File: config.mk
export PLATFORM = sky130hd
export DESIGN_NAME = mvt_merge
export DESIGN_NICKNAME = d
export VERILOG_FILES = /design/src/sv/mvt_pkg.sv /design/src/sv/mvt_merge.sv
export SDC_FILE = /design/constraint.sdc
export NUM_CORES = 1
export LEC_CHECK = 0
export BUFFER_PORTS_ARGS = -buffer_cell sky130_fd_sc_hd__buf_2
export CAP_MARGIN = 5
export CORE_AREA = 4 4 150 152
export DETAILED_ROUTE_END_ITERATION = 10
export DIE_AREA = 0 0 154 156
export GPL_TIMING_DRIVEN = 0
export MAX_ROUTING_LAYER = met4
export PLACE_DENSITY = 0.62
export SETUP_SLACK_MARGIN = 0.15
export SLEW_MARGIN = 20
export SYNTH_ARGS = -nofsm -noshare
export SYNTH_HDL_FRONTEND = slang
export SYNTH_SLANG_ARGS = --single-unit
export TNS_END_PERCENT = 30
File: constraint.sdc
create_clock -name clk -period 2.29 [get_ports clk]
set_input_delay 0.458 -clock clk [delete_from_list [all_inputs] [get_ports clk]]
set_output_delay 0.458 -clock clk [all_outputs]
set_load 0.05 [all_outputs]
File: src/sv/mvt_pkg.sv
// mvt_pkg: shared widths, defaults and stage-enable struct for the
// matrix-vector transform unit. No dependencies.
`default_nettype none

package mvt_pkg;

  // fixed data widths
  localparam int unsigned DATA_W = 32;
  localparam int unsigned PROD_W = 2 * DATA_W;
  localparam int unsigned SUM_W  = PROD_W + 2;
  localparam int unsigned DIM    = 4;

  // default fraction width of the fixed-point format
  localparam int unsigned FRAC_BITS_DEFAULT = 16;

  // action codes
  localparam logic ACT_LOAD      = 1'b0;
  localparam logic ACT_TRANSFORM = 1'b1;

  // pipeline register enables handed to the lanes
  typedef struct packed {
    logic prod_en;
    logic sum_en;
  } stage_en_t;

endpackage

`default_nettype wire

File: src/sv/mvt_merge.sv
// mvt_merge: scales each lane sum, saturates to 32 bits, merges the
// overflow flags and holds the output register. Depends on mvt_pkg.
`default_nettype none

module mvt_merge #(
  parameter int unsigned FRAC_BITS = mvt_pkg::FRAC_BITS_DEFAULT
) (
  input  wire logic                                          clk,
  input  wire logic                                          load,
  input  wire logic [mvt_pkg::DIM-1:0][mvt_pkg::SUM_W-1:0]   sums,
  output logic [mvt_pkg::DIM-1:0][mvt_pkg::DATA_W-1:0]       lanes,
  output logic                                               overflow
);

  localparam logic signed [mvt_pkg::SUM_W-1:0] LANE_MAX =
    mvt_pkg::SUM_W'(signed'(2147483647));
  localparam logic signed [mvt_pkg::SUM_W-1:0] LANE_MIN =
    -(mvt_pkg::SUM_W'(signed'(64'sd2147483648)));

  logic [mvt_pkg::DIM-1:0][mvt_pkg::DATA_W-1:0] sat;
  logic [mvt_pkg::DIM-1:0]                      ovf;

  // floor shift and clamp per lane
  always_comb begin
    for (int r = 0; r < mvt_pkg::DIM; r++) begin
      logic signed [mvt_pkg::SUM_W-1:0] scaled;
      scaled = $signed(sums[r]) >>> FRAC_BITS;
      if (scaled > LANE_MAX) begin
        sat[r] = LANE_MAX[mvt_pkg::DATA_W-1:0];
        ovf[r] = 1'b1;
      end else if (scaled < LANE_MIN) begin
        sat[r] = LANE_MIN[mvt_pkg::DATA_W-1:0];
        ovf[r] = 1'b1;
      end else begin
        sat[r] = scaled[mvt_pkg::DATA_W-1:0];
        ovf[r] = 1'b0;
      end
    end
  end

  // output register
  always_ff @(posedge clk) begin
    if (load) begin
      lanes    <= sat;
      overflow <= |ovf;
    end
  end

endmodule

`default_nettype wire
==> qor.yml <==
vias: 4713
switchingPower_uw: 2120
cts_buffers: 17
min_to: "lanes[90]"
cp_max_fo: 5
cts_tree: "yes"
drt_iter0_drc: 236
synthesis.instances: 464
die_x_um: 154
place_ws_ns: -0.613
crit_path_start_kind: "primary input"
grt_max_degree: 72
period_needed_ns: 2.04
cts_hold_buffers: 0
ant_nets: 0
avgRoutedWirePerCell_um: 15.0
area_growth_pct: 51.2
yosysUniqueCellTypes: 12
yosys_warnings: 0
root_buffer: "clkbuf_16"
p_int_uw: 4990
synth.top_cells.by_area: "edfxtp_1, nand2_1, buf_2, nand4_1, nor4_1"
syn_nets: 730
clockPowerShare_pct: 40.2
grt_usage_pct: 13.4
grt_pass1_vias: 4499
drv_slew: 0
end_kind: "flip-flop"
drive_gt1_share_pct: 47.4
maxCapViolCount: 0
hold_viol_final: 0
period_share_pct: 89.3
ios: 395
worstHoldStart: "sums[174]"
status: "completed"
place.gp.congestion: 0.828
setup_viol: 0
powerDensity_mw_per_mm2: 882
die_h_um: 156
core_mm2: 0.0210
drc: 0
path_class: "primary input to flip-flop"
dp_hpwl_um: 12900
hold_class: "primary input to flip-flop"
path_clk_slew_ns: 0.06
row_count: 53
hold_depth: 3
vdd_drop_max_v: 0.000438
via_per_inst: 4.25
nets: 1085
synth_top_cell_area_share_pct: 72.7
netlist_area_mm2: 0.00533
drt_pre_antenna_iters: 4
rsz0062_at_grt: "false"
combPwrFrac_pct: 19.4
yosysSeqAreaShare_pct: 72.7
cts.sinks: 129
tns_ns: 0
grt_pass1_wl_um: 24200
syn-mean-instance-area_um2: 11.5
die_area_mm2: 0.0240
p_seq_share_pct: 40.4
overflow: 0
start_util_pct: 25.3
drt-total-wl_um: 16700
layout_setup_ws_ns: 0.246
ys_ff_latch: 129
achievable-frequency_mhz: 489
worstMarginPinSlew_ns: 0.653
arrival_ns: 2.21
relSlewSlack_pct: 56.2
leakagePower_uw: 0.00375
antenna_found_initial: 1
cts_max_level: 4
critPathRequiredTime_ns: 2.45
synth_area_leader_cell: "edfxtp_1"
cts_buffer_depth: 2
swShare_pct: 29.9
portBuffers: 330
## cells by family (layout without fill, tap and decap cells)
logic type | count (synthesis) | in the layout | share of synthesized area, %
simple gates | 295 | 295 | 22.9
flops | 129 | 129 | 72.7
buf+inv | 32 | 399 | 2.82
compound gates | 8 | 8 | 1.60
other cells | 0 | 2 | 0
## layer usage
layer / track usage (%) / wire (um) / vias up
li1: - / - / 2322
met1: 15.8 / 6730 / 2156
met2: 21.8 / 8260 / 220
met3: 4.91 / 1490 / 15
met4: 4.04 / 180 / 0
met5: - / 0 / -
## metrics by stage
stage	cell area (um^2)	instances	util, %	power (uW)	hold WS, ns
after CTS	8020	1101	38.1	7210	0.288
after floorplan	5330	464	-	3810	0.570
after detailed placement	7360	1070	35.0	4310	0.729
after global routing	8060	1107	38.3	7400	0.302
after global placement	7320	1069	34.8	4300	0.725
final	8060	1108	38.3	7110	0.312
## worst max-delay path, cell delays in order
cell and delay, ns:
buf_2 0.10, or4_1 0.59, o41ai_4 0.54, nand4_1 0.24
or2_1 0.27
## power by group through the flow
| stage | clock network (uW) | logic [uW] | registers [uW] |
|---|---|---|---|
| after floorplan | 0 | 170 | 3640 |
| after global placement | 0 | 1370 | 2930 |
| after detailed placement | 0 | 1380 | 2920 |
| after CTS | 2940 | 1390 | 2880 |
| after global routing | 3040 | 1460 | 2890 |
| final | 2860 | 1380 | 2870 |
## state kept, by name, summed over array words and instances (netlist names)
signal,cells
overflow,1
lanes,128
## cell type report
class                   count  area, um^2
well taps                 275         344
flip-flops and latches    129        3870
repair buffers            336        1730
inverters                   4        15.0
plain buffers              28         135
diodes                      2        5.00
fillers                  2111       13000
multi-input cells         303        1340
clock buffers              18         429
clock inverters            13         188
## synth_stat cells
cell type  instances
nand2_1          252
nand4_1           18
clkbuf_1           4
or4_1              8
buf_2             24
o41ai_2            4
inv_1              4
or2_1              1
edfxtp_1         129
o21ai_1            4
nand3_1            4
nor4_1            12
## cells in the final DEF, fill, tap and decap left out, types with 2 or more instances in the layout
cell        count
edfxtp_1      129
nand2_1       252
nand3_1         4
buf_2         353
o41ai_4         3
nand4_1        18
o21ai_1         3
nor4_1         12
inv_1           4
clkbuf_1        5
clkinvlp_4      2
or4_1           8
clkinv_4        4
bufinv_16       4
clkbuf_16      17
diode_2         2
buf_4           5
## worst max path at each step
stage | startpoint | endpoint | slack, ns | depth (start not counted)
detailed placement | sums[113] | overflow | -0.61 | 5
global placement | load | lanes[75] | -0.78 | 1
global route | sums[60] | overflow | 0.17 | 6
CTS | sums[127] | overflow | 0.16 | 6
finish | sums[262] | overflow | 0.25 | 5
floorplan | sums[262] | overflow | 0.31 | 4
## what timing repair did
item / 4_1_cts / 5_1_grt
endpoints found under the hold margin: 0 / 0
gates resized for setup: 4 / 0
setup buffers: 0 / 5
pin swaps: 1 / 2
endpoints found under the setup margin: 61 / 1
No activity file was read; power rests on OpenSTA's default activity.
